<file path="config.mk">
export PLATFORM = sky130hd
export DESIGN_NAME = inverter_response_deframer_unit
export DESIGN_NICKNAME = d
export VERILOG_FILES = /design/src/rtl/ird_pkg.sv /design/src/rtl/ird_ctrl.sv /design/src/rtl/ird_datapath.sv /design/src/rtl/inverter_response_deframer_unit.sv
export VERILOG_INCLUDE_DIRS = /design/src /design/src/rtl
export SDC_FILE = /design/constraint.sdc
export NUM_CORES = 1
export LEC_CHECK = 0
export BUFFER_PORTS_ARGS = -buffer_cell sky130_fd_sc_hd__buf_4
export CAP_MARGIN = 20
export CORE_ASPECT_RATIO = 0.75
export CORE_MARGIN = 1.5
export CORE_UTILIZATION = 60
export CTS_CLUSTER_DIAMETER = 50
export DETAILED_ROUTE_END_ITERATION = 8
export PLACE_DENSITY = 0.82
export REMOVE_ABC_BUFFERS = 1
export SETUP_SLACK_MARGIN = 0.4
export SLEW_MARGIN = 10
export SYNTH_ARGS = -nofsm -noshare
export SYNTH_HDL_FRONTEND = slang
export SYNTH_SLANG_ARGS = --single-unit
</file>
<file path="constraint.sdc">
create_clock -name clk_i -period 3.3 [get_ports clk_i]
set_clock_uncertainty 0.05 [all_clocks]
set_input_delay 0.66 -clock clk_i [delete_from_list [all_inputs] [get_ports clk_i]]
set_output_delay 0.66 -clock clk_i [all_outputs]
set_load 0.01 [all_outputs]
</file>
<file path="src/rtl/inverter_response_deframer_unit_defines.svh">
// assertion macros for the inverter response deframer
// used by the controller and datapath modules, no other dependencies
`ifndef INVERTER_RESPONSE_DEFRAMER_UNIT_DEFINES_SVH
`define INVERTER_RESPONSE_DEFRAMER_UNIT_DEFINES_SVH

`ifndef SYNTHESIS
`define IRD_ASSERT(name, clk, rst_n, prop, msg) \
  name: assert property (@(posedge clk) disable iff (!rst_n) (prop)) else $error(msg);
`define IRD_ASSERT_NEVER(name, clk, rst_n, prop, msg) \
  name: assert property (@(posedge clk) disable iff (!rst_n) !(prop)) else $error(msg);
`else
`define IRD_ASSERT(name, clk, rst_n, prop, msg)
`define IRD_ASSERT_NEVER(name, clk, rst_n, prop, msg)
`endif

`endif

</file>
<file path="src/rtl/ird_pkg.sv">
// shared constants and types for the inverter response deframer
// no dependencies
package ird_pkg;

  localparam int unsigned MAX_FRAME_BYTES = 17;

  localparam logic [7:0] HDR_SHORT     = 8'hA6;
  localparam logic [7:0] HDR_LONG      = 8'h5A;
  localparam logic [4:0] LEN_SHORT     = 5'd15;
  localparam logic [4:0] LEN_LONG      = 5'd17;
  localparam logic [4:0] FPOS_SHORT    = 5'd3;
  localparam logic [4:0] FPOS_LONG     = 5'd2;
  localparam logic [7:0] CHECK_BASE    = 8'hFF;
  localparam logic [7:0] TIMEOUT_RESET = 8'd50;
  localparam logic [7:0] GAP_MAX       = 8'hFF;

  localparam logic CMD_BYTE = 1'b0;
  localparam logic CMD_TICK = 1'b1;

  localparam logic RK_BYTE = 1'b0;
  localparam logic RK_ERR  = 1'b1;

  typedef struct packed {
    logic take;
    logic err_load;
    logic emit_load;
  } ird_cmd_t;

  typedef struct packed {
    logic good_end;
    logic bad_end;
    logic emit_last;
    logic out_free;
  } ird_sts_t;

endpackage

</file>
<file path="src/rtl/ird_ctrl.sv">
// controller state machine: input handshake and frame emission sequencing
// depends on ird_pkg and the assertion macro header
`include "inverter_response_deframer_unit_defines.svh"

module ird_ctrl import ird_pkg::*; (
  input  logic     clk_i,
  input  logic     rst_ni,
  input  logic     in_valid_i,
  output logic     in_ready_o,
  input  ird_sts_t sts_i,
  output ird_cmd_t cmd_o
);

  typedef enum logic [1:0] {
    ST_IDLE = 2'b01,
    ST_EMIT = 2'b10
  } state_e;

  state_e state_q, state_d;

  always_comb begin
    cmd_o           = '0;
    state_d         = state_q;
    in_ready_o      = 1'b0;
    unique case (state_q)
      ST_IDLE: begin
        in_ready_o     = sts_i.out_free;
        cmd_o.take     = in_valid_i && sts_i.out_free;
        cmd_o.err_load = cmd_o.take && sts_i.bad_end;
        if (cmd_o.take && sts_i.good_end) begin
          state_d = ST_EMIT;
        end
      end
      ST_EMIT: begin
        cmd_o.emit_load = sts_i.out_free;
        if (sts_i.out_free && sts_i.emit_last) begin
          state_d = ST_IDLE;
        end
      end
      default: begin
        state_d = ST_IDLE;
      end
    endcase
  end

  always_ff @(posedge clk_i or negedge rst_ni) begin
    if (!rst_ni) begin
      state_q <= ST_IDLE;
    end else begin
      state_q <= state_d;
    end
  end

  `IRD_ASSERT_NEVER(a_take_during_emit, clk_i, rst_ni, cmd_o.take && cmd_o.emit_load, "input taken while emitting")
  `IRD_ASSERT(a_emit_entry, clk_i, rst_ni, cmd_o.take && sts_i.good_end |=> state_q == ST_EMIT, "good frame did not start emission")
  `IRD_ASSERT_NEVER(a_both_ends, clk_i, rst_ni, sts_i.good_end && sts_i.bad_end, "frame both good and bad")

endmodule

</file>
<file path="src/rtl/ird_datapath.sv">
// datapath: frame store, fill and gap counters, checksum and output register
// depends on ird_pkg and the assertion macro header
`include "inverter_response_deframer_unit_defines.svh"

module ird_datapath import ird_pkg::*; #(
  parameter int unsigned MaxFrameBytes = MAX_FRAME_BYTES
) (
  input  logic       clk_i,
  input  logic       rst_ni,
  input  logic       cfg_we_i,
  input  logic [7:0] cfg_wdata_i,
  input  logic       in_cmd_i,
  input  logic [7:0] in_byte_i,
  input  ird_cmd_t   cmd_i,
  output ird_sts_t   sts_o,
  input  logic       out_ready_i,
  output logic       out_valid_o,
  output logic       out_kind_o,
  output logic       out_type_o,
  output logic [3:0] out_func_o,
  output logic [4:0] out_idx_o,
  output logic [7:0] out_byte_o,
  output logic       out_last_o
);

  localparam int unsigned IdxW = $clog2(MaxFrameBytes);

  logic [7:0]      store_q [MaxFrameBytes];
  logic [IdxW-1:0] fill_q, fill_d;
  logic [IdxW-1:0] emit_idx_q, emit_idx_d;
  logic [7:0]      gap_q, gap_d, gap_inc;
  logic [7:0]      sum_q, sum_d;
  logic [7:0]      timeout_q;
  logic            long_q, long_d;
  logic [3:0]      func_q;
  logic            func_we;
  logic            store_we;
  logic [IdxW-1:0] store_wa;
  logic [IdxW-1:0] len, last_pos, fpos;
  logic            is_byte, is_end, check_ok;

  logic       out_valid_q;
  logic       out_kind_q, out_type_q, out_last_q;
  logic [3:0] out_func_q;
  logic [4:0] out_idx_q;
  logic [7:0] out_byte_q;

  assign len      = long_q ? IdxW'(LEN_LONG) : IdxW'(LEN_SHORT);
  assign last_pos = len - IdxW'(1);
  assign fpos     = long_q ? IdxW'(FPOS_LONG) : IdxW'(FPOS_SHORT);
  assign is_byte  = (in_cmd_i == CMD_BYTE);
  assign is_end   = is_byte && (fill_q != '0) && (fill_q == last_pos);
  assign check_ok = ((CHECK_BASE - sum_q) == in_byte_i);
  assign gap_inc  = (gap_q == GAP_MAX) ? gap_q : gap_q + 8'd1;

  assign sts_o.good_end  = is_end && check_ok;
  assign sts_o.bad_end   = is_end && !check_ok;
  assign sts_o.emit_last = (emit_idx_q == last_pos);
  assign sts_o.out_free  = !out_valid_q || out_ready_i;

  always_comb begin
    fill_d   = fill_q;
    gap_d    = gap_q;
    sum_d    = sum_q;
    long_d   = long_q;
    store_we = 1'b0;
    store_wa = fill_q;
    func_we  = 1'b0;
    if (cmd_i.take) begin
      if (!is_byte) begin
        if (gap_inc > timeout_q) begin
          fill_d = '0;
          sum_d  = '0;
          gap_d  = '0;
        end else begin
          gap_d = gap_inc;
        end
      end else begin
        gap_d = '0;
        if (fill_q == '0) begin
          if (in_byte_i == HDR_SHORT || in_byte_i == HDR_LONG) begin
            store_we = 1'b1;
            long_d   = (in_byte_i == HDR_LONG);
            sum_d    = '0;
            fill_d   = IdxW'(1);
          end
        end else if (fill_q >= len) begin
          fill_d = '0;
          sum_d  = '0;
        end else begin
          store_we = 1'b1;
          if (fill_q < last_pos) begin
            sum_d   = sum_q + in_byte_i;
            fill_d  = fill_q + IdxW'(1);
            func_we = (fill_q == fpos);
          end else begin
            fill_d = '0;
            sum_d  = '0;
          end
        end
      end
    end
  end

  always_comb begin
    emit_idx_d = emit_idx_q;
    if (cmd_i.take && sts_o.good_end) begin
      emit_idx_d = '0;
    end else if (cmd_i.emit_load) begin
      emit_idx_d = emit_idx_q + IdxW'(1);
    end
  end

  always_ff @(posedge clk_i) begin
    if (store_we) begin
      store_q[store_wa] <= in_byte_i;
    end
    if (func_we) begin
      func_q <= in_byte_i[3:0];
    end
  end

  always_ff @(posedge clk_i or negedge rst_ni) begin
    if (!rst_ni) begin
      fill_q     <= '0;
      gap_q      <= '0;
      sum_q      <= '0;
      long_q     <= 1'b0;
      emit_idx_q <= '0;
      timeout_q  <= TIMEOUT_RESET;
    end else begin
      fill_q     <= fill_d;
      gap_q      <= gap_d;
      sum_q      <= sum_d;
      long_q     <= long_d;
      emit_idx_q <= emit_idx_d;
      if (cfg_we_i) begin
        timeout_q <= cfg_wdata_i;
      end
    end
  end

  // output register
  always_ff @(posedge clk_i or negedge rst_ni) begin
    if (!rst_ni) begin
      out_valid_q <= 1'b0;
    end else if (cmd_i.err_load || cmd_i.emit_load) begin
      out_valid_q <= 1'b1;
    end else if (out_ready_i) begin
      out_valid_q <= 1'b0;
    end
  end

  always_ff @(posedge clk_i) begin
    if (cmd_i.err_load) begin
      out_kind_q <= RK_ERR;
      out_type_q <= long_q;
      out_func_q <= func_q;
      out_idx_q  <= 5'(last_pos);
      out_byte_q <= in_byte_i;
      out_last_q <= 1'b1;
    end else if (cmd_i.emit_load) begin
      out_kind_q <= RK_BYTE;
      out_type_q <= long_q;
      out_func_q <= func_q;
      out_idx_q  <= 5'(emit_idx_q);
      out_byte_q <= store_q[emit_idx_q];
      out_last_q <= sts_o.emit_last;
    end
  end

  assign out_valid_o = out_valid_q;
  assign out_kind_o  = out_kind_q;
  assign out_type_o  = out_type_q;
  assign out_func_o  = out_func_q;
  assign out_idx_o   = out_idx_q;
  assign out_byte_o  = out_byte_q;
  assign out_last_o  = out_last_q;

  `IRD_ASSERT(a_load_when_free, clk_i, rst_ni, cmd_i.err_load || cmd_i.emit_load |-> sts_o.out_free, "output register overwritten")
  `IRD_ASSERT(a_fill_range, clk_i, rst_ni, fill_q < IdxW'(LEN_LONG), "fill position out of range")
  `IRD_ASSERT(a_emit_range, clk_i, rst_ni, cmd_i.emit_load |-> emit_idx_q <= last_pos, "emit index past frame end")

endmodule

</file>
<file path="src/rtl/inverter_response_deframer_unit.sv">
// inverter response deframer, top level
// timing: an error result is valid the cycle after its check byte is taken, the first byte
// of a good frame after ST_EMIT; then one byte per cycle while ready, 15 or 17 bytes in all
// input is held off while a frame streams or a result waits; other items do not stall it
// reset is asynchronous active low: buffer empty, counters zero, gap timeout 50 ticks
// depends on ird_pkg, ird_ctrl and ird_datapath
module inverter_response_deframer_unit import ird_pkg::*; #(
  parameter int unsigned MaxFrameBytes = MAX_FRAME_BYTES
) (
  input  logic        clk_i,
  input  logic        rst_ni,
  input  logic        cfg_we_i,
  input  logic [7:0]  cfg_wdata_i,
  input  logic        s_axis_tvalid,
  output logic        s_axis_tready,
  input  logic [7:0]  s_axis_tdata,   // [7:0] rx_byte
  input  logic        s_axis_tuser,   // [0] cmd
  output logic        m_axis_tvalid,
  input  logic        m_axis_tready,
  output logic [23:0] m_axis_tdata,   // [3:0] function_code, [8:4] byte_index,
                                      // [16:9] frame_byte, [23:17] zero
  output logic [1:0]  m_axis_tuser,   // [0] result_kind, [1] frame_type
  output logic        m_axis_tlast    // last_of_frame
);

  ird_cmd_t   cmd;
  ird_sts_t   sts;
  logic       out_kind, out_type;
  logic [3:0] out_func;
  logic [4:0] out_idx;
  logic [7:0] out_byte;

  ird_ctrl u_ctrl (
    .clk_i      (clk_i),
    .rst_ni     (rst_ni),
    .in_valid_i (s_axis_tvalid),
    .in_ready_o (s_axis_tready),
    .sts_i      (sts),
    .cmd_o      (cmd)
  );

  ird_datapath #(
    .MaxFrameBytes (MaxFrameBytes)
  ) u_datapath (
    .clk_i       (clk_i),
    .rst_ni      (rst_ni),
    .cfg_we_i    (cfg_we_i),
    .cfg_wdata_i (cfg_wdata_i),
    .in_cmd_i    (s_axis_tuser),
    .in_byte_i   (s_axis_tdata),
    .cmd_i       (cmd),
    .sts_o       (sts),
    .out_ready_i (m_axis_tready),
    .out_valid_o (m_axis_tvalid),
    .out_kind_o  (out_kind),
    .out_type_o  (out_type),
    .out_func_o  (out_func),
    .out_idx_o   (out_idx),
    .out_byte_o  (out_byte),
    .out_last_o  (m_axis_tlast)
  );

  assign m_axis_tdata = {7'd0, out_byte, out_idx, out_func};
  assign m_axis_tuser = {out_type, out_kind};

endmodule
</file>
# Word level (Yosys, flattened, before mapping)

Memories as Yosys holds them, arrays and structs flattened.
Cells that the tools add are included.

$add $sub $neg: 6
Magnitude comparators: 3
Eq/ne operators: 13
Multiplexer cells: 47
Bitwise gates (word level): 1
Reductions and logical operators: 22

Operator list:

| operator                                                           | count |
|---|---|
| 8-bit two-way mux                                                  | 11 |
| 5-bit two-way mux                                                  | 11 |
| 1-bit two-way mux                                                  | 19 |
| 8-bit == test, second input constant                               | 2 |
| 5-bit == test                                                      | 3 |
| 5-bit by 1-bit adder with 5-bit output, second input constant      | 2 |
| 1-bit logical AND                                                  | 9 |
| 8-bit by 1-bit adder with 8-bit output, second input constant      | 1 |
| 8-bit adder                                                        | 1 |
| 8-bit by 7-bit == test with 1-bit output, second input constant    | 1 |
| 8-bit == test                                                      | 1 |
| 8-bit > comparator                                                 | 1 |
| 4-bit two-way mux                                                  | 2 |
| 8-bit subtractor, first input constant                             | 1 |
| 2-bit two-way mux                                                  | 3 |
| 2-bit by 1-bit != test with 1-bit output, second input constant    | 3 |
| 2-bit nonzero test                                                 | 3 |
| 5-bit greater-or-equal comparator                                  | 1 |
| 5-bit zero test                                                    | 1 |
| 5-bit < comparator                                                 | 1 |
| 5-bit nonzero test                                                 | 1 |
| 5-bit by 1-bit subtractor with 5-bit output, second input constant | 1 |
| 2-bit case mux with 2 select lines                                 | 1 |
| 4-bit AND reduction                                                | 1 |
| 8 further kinds                                                    | 11 |

Register bits after elaboration: 62
Memory bits (writable): 136
Input port bits: 22
Word-level logic and storage cells: 108
Memories: 1

Memories:

| name               | depth | bits a word | read ports | clocked after memory_dff | wr ports | line               | RTL |
|---|---|---|---|---|---|---|---|
| u_datapath.store_q | 17    | 8           | 1          | 0                        | 1        | ird_datapath.sv:28 | `logic [7:0] store_q [MaxFrameBytes];` |

# Longest topological paths before layout

Word-level depth: 10
Depth in mapped cells: 15

# Cells and area by module

Synthesis repeated with hierarchy kept, for this count alone.

Cell total of the unflattened synthesis: 576
Area total of the unflattened synthesis: 9006.1 um2

Modules (own cells, without submodules):

| module                          | instances | cells each | area an instance (um2) |
|---|---|---|---|
| ird_datapath                    | 1         | 556        | 8821.0 |
| ird_ctrl                        | 1         | 10         | 113.9 |
| inverter_response_deframer_unit | 1         | 10         | 71.3 |

# Worst setup path before layout

No wires, ideal clock.

Kind: register to register
Start: register u_datapath.gap_q[0]
End: register u_datapath.sum_q[3]
Library setup time: 0.092 ns
Arrival: 2.756 ns
Required time: 3.158 ns
Path slack: 0.402 ns
Cell stages (with the launch flop): 15
Clock period less this slack: 2.898 ns
Cell sequence: dfrtp_1 -> ha_1 -> and3_1 -> clkbuf_1 -> nand3_1 -> nand2_1 -> xnor2_1 -> ha_1 -> a211oi_1 -> nor2_1 -> o31ai_1 -> buf_2 -> buf_2 -> o21ai_0 -> o31ai_2

Word-level cells in the longest chain between the ends: 5

Ends and longest elaborated chain:

| element                                                                 | line                | RTL |
|---|---|---|
| start: declaration                                                      | ird_datapath.sv:31  | `logic [7:0] gap_q, gap_d, gap_inc;` |
| start signal: assignment                                                | ird_datapath.sv:133 | `gap_q <= gap_d;` |
| 8-bit by 1-bit adder with 8-bit output or 8-bit == test (tied branches) | ird_datapath.sv:54  | `assign gap_inc = (gap_q == GAP_MAX) ? gap_q : gap_q + 8'd1;` |
| 8-bit two-way mux *                                                     | ird_datapath.sv:54  |  |
| 8-bit > comparator *                                                    | ird_datapath.sv:71  | `if (gap_inc > timeout_q) begin` |
| 2-bit by 1-bit != test with 1-bit output (no source line) *             | --                  |  |
| 3-bit AND reduction (no source line) *                                  | --                  |  |
| end signal: assignment                                                  | ird_datapath.sv:134 | `sum_q <= sum_d;` |
| end: declaration                                                        | ird_datapath.sv:32  | `logic [7:0] sum_q, sum_d;` |

Every way passes the cells marked *; elsewhere a longest branch is shown, timed or not.
A chain may end at the register's enable or synchronous reset.

# Final worst setup path

Start: register u_datapath.gap_q[0]
End: register u_datapath.sum_q[6]

The elaborated chain is that of the path after synthesis.

==> impl_metrics.json <==
{
  "status": "complete, no violations",
  "place_hpwl_um": 12700,
  "instances_no_fill": 871,
  "antennaDiodeCount": 0,
  "layout_common_cells": "edfxtp_1 (158), buf_4 (57), o21ai_0 (39), a21oi_1 (33), dfrtp_1 (32)",
  "critPathArrivalTime_ns": 3.19,
  "dp.cells": 835,
  "synth_top_area_share_pct": 53.1,
  "die-area_mm2": 0.0156,
  "critical-path-top-delay-family": "simple AND/OR/NAND/NOR gates",
  "die_width_um": 144,
  "htree_num_levels": 4,
  "antenna_found_initial": 0,
  "hold_violations": 0,
  "power_frac_clock_pct": 36.8,
  "p_comb_share_pct": 16.2,
  "routedWlPerCell_um": 22.9,
  "syn_to_final_growth_pct": 14.0,
  "via_count": 5599,
  "final_common_cell": "edfxtp_1",
  "num_io_pins": 51,
  "critPathSlowestCell": "dfrtp_1",
  "drive_above_1_share_pct": 22.8,
  "dr.pass1.iters": 6,
  "viasPerCell": 6.43,
  "finalSetupViolCount": 0,
  "worstPathCellList": "buf_4 -> and3_1 -> and3_1 -> nand3_1 -> mux2i_2 -> ha_1 -> nand4_1 -> nor2_1 -> nand2_1 -> o31ai_2 -> buf_4 -> or2_4 -> a22o_1",
  "drv_slew": 0,
  "hold_path.class": "in2async",
  "max_stage_delay_ns": 0.42,
  "routed_wirelength_um": 19900,
  "synth_top_area_cell": "edfxtp_1",
  "synthCells": 609,
  "hold_ws_ns": 0.143,
  "cts_tree": "done",
  "crit_fanout": 12,
  "switching_power_uw": 1700,
  "fin_crit_ns": 2.91,
  "ys_warn_count": 0,
  "clock_path_buffers": 2,
  "drc_errors": 0,
  "tightest_slew_ns": 0.858,
  "grt_pass1_wl_um": 30200,
  "fmax_mhz": 343,
  "rsz0062_at_grt": "true",
  "synth-async-reset-ratio_pct": 19.2,
  "start_kind": "register",
  "seq_power_share_pct": 47.0,
  "fp.coreArea_mm2": 0.0145,
  "critPathCaptureType": "register",
  "p_per_area_mw_per_mm2": 628,
  "ys_dominant_reg_cell": "edfxtp_1",
  "drt_iter0_drc": 741,
  "path_clk_slew_ns": 0.07,
  "clock-sinks": 198,
  "relSlewSlack_pct": 42.8,
  "grtUsageMet1_pct": 37.7,
  "avgSynthCellArea_um2": 14.7,
  "criticalPathCategory": "reg2reg",
  "critPathRequiredTime_ns": 3.58,
  "synth_edf_count": 158,
  "start_util_pct": 61.6,
  "top_usage_layer": "met2",
  "grt_max_degree": 39,
  "seq_area_frac_synth_pct": 64.3,
  "p_leak_uw": 0.00385,
  "irDropWorstVdd_uv": 403,
  "intPower_uw": 4700,
  "final.period_utilization_pct": 88.3,
  "grt_use_met2_pct": 41.2,
  "ys_types": 69,
  "ant_nets": 0,
  "sw_frac_of_total_pct": 26.5,
  "grt.overflow.total": 0,
  "cp_num_buf_inv": 2,
  "chipHeight_um": 109,
  "io_buffer_count": 43,
  "rows": 38,
  "grt_pass1_vias": 5464,
  "insertion_delay_ns": 0.44,
  "met3_usage_pct": 6.28,
  "synth_area_leaders": "edfxtp_1 (53%), dfrtp_1 (9.5%), mux4_2 (6.1%)",
  "gp_congestion": 0.856,
  "cts-buffers-inserted": 17,
  "cts-root-buf": "clkbuf_16",
  "syn_area_mm2": 0.00893,
  "grt.total_usage_pct": 26.9,
  "drv_cap": 0,
  "finalNetCount": 707,
  "cts_hold_buf": 0,
  "synth_seq_cells": 198
}
-- power groups by stage --
stage	registers, uW	logic (uW)	clock network (uW)
after global routing	3020	1120	2460
after floorplan	3010	656	0
after detailed placement	3050	979	0
final	3000	1040	2350
after CTS	3000	1000	2350
after global placement	3040	907	0
-- through the flow --
| stage | utilization, % | power [uW] | instance area [um2] | TNS, ns | setup slack (ns) |
|---|---|---|---|---|---|
| after floorplan | - | 3670 | 8740 | -3.98 | -0.273 |
| after global placement | 64.8 | 3940 | 9400 | 0 | 0.336 |
| after detailed placement | 64.8 | 4030 | 9400 | 0 | 0.130 |
| after CTS | 69.7 | 6350 | 10100 | 0 | 0.411 |
| after global routing | 70.2 | 6600 | 10200 | 0 | 0.233 |
| final | 70.2 | 6390 | 10200 | 0 | 0.387 |
-- flip-flops by register name, indices dropped and copies added, names as in the netlist, 2 cells and up --
register               flops
u_datapath.emit_idx_q      5
u_datapath.fill_q          5
u_ctrl.state_q             2
u_datapath.sum_q           8
u_datapath.timeout_q       8
u_datapath.out_idx_o       5
u_datapath.out_byte_o      8
u_datapath.func_q          4
u_datapath.out_func_o      4
u_datapath.store_q       136
u_datapath.gap_q           8
-- final timing paths --
kind / start / cells after the start / to / slack [ns]
setup / recovery: u_datapath.gap_q[0] / 13 / u_datapath.sum_q[6] / 0.39
hold / removal: rst_ni / 1 / u_datapath.emit_idx_q[2] / 0.14
setup reg to reg: u_datapath.gap_q[0] / 13 / u_datapath.sum_q[6] / 0.39
hold reg to reg: u_datapath.func_q[2] / 0 / u_datapath.out_func_o[2] / 0.37
max in group asynchronous: rst_ni / 1 / u_datapath.long_q / 2.68
min in group clk_i: u_datapath.func_q[2] / 0 / u_datapath.out_func_o[2] / 0.37
-- repair_timing --
item / in CTS / in global routing
endpoints found under the hold margin: 0 / 0
pin swaps: 1 / 3
endpoints found under the setup margin: 21 / 174
setup buffers: 2 / 2
gates resized for setup: 4 / 21
-- cell type report --
class | instances | area (um2)
Inverter | 21 | 78.8
Sequential cell | 198 | 5740
Multi-Input combinational cell | 362 | 2990
Timing Repair Buffer | 58 | 439
Clock inverter | 14 | 245
Tap cell | 200 | 250
Clock buffer | 18 | 429
Fill cell | 936 | 4320
-- cell usage after synthesis (13+ instances only) --
cell	count
edfxtp_1	158
dfrtp_1	34
inv_1	19
nor2_1	26
and3_1	20
a21oi_1	33
nand2_1	28
buf_4	13
nand3_1	16
o21ai_0	41
ha_1	26
mux2i_1	25
mux4_2	24
-- kinds of logic after synthesis --
logic type      count (synthesis)  share of synthesized area (%)
flops                         198                           64.3
simple gates                  139                           8.97
compound gates                124                           9.10
buf+inv                        55                           3.25
mux                            51                           9.11
fa+ha+maj                      27                           3.87
xor+xnor                       14                           1.37
other cells                     1                         0.0420
-- metal layers --
layer	vias up	share of wire [%]
met3	53	8.3
met4	0	2.2
met2	322	48
li1	2452	-
met1	2772	42
met5	-	0
(Power assumes the default switching activity.)
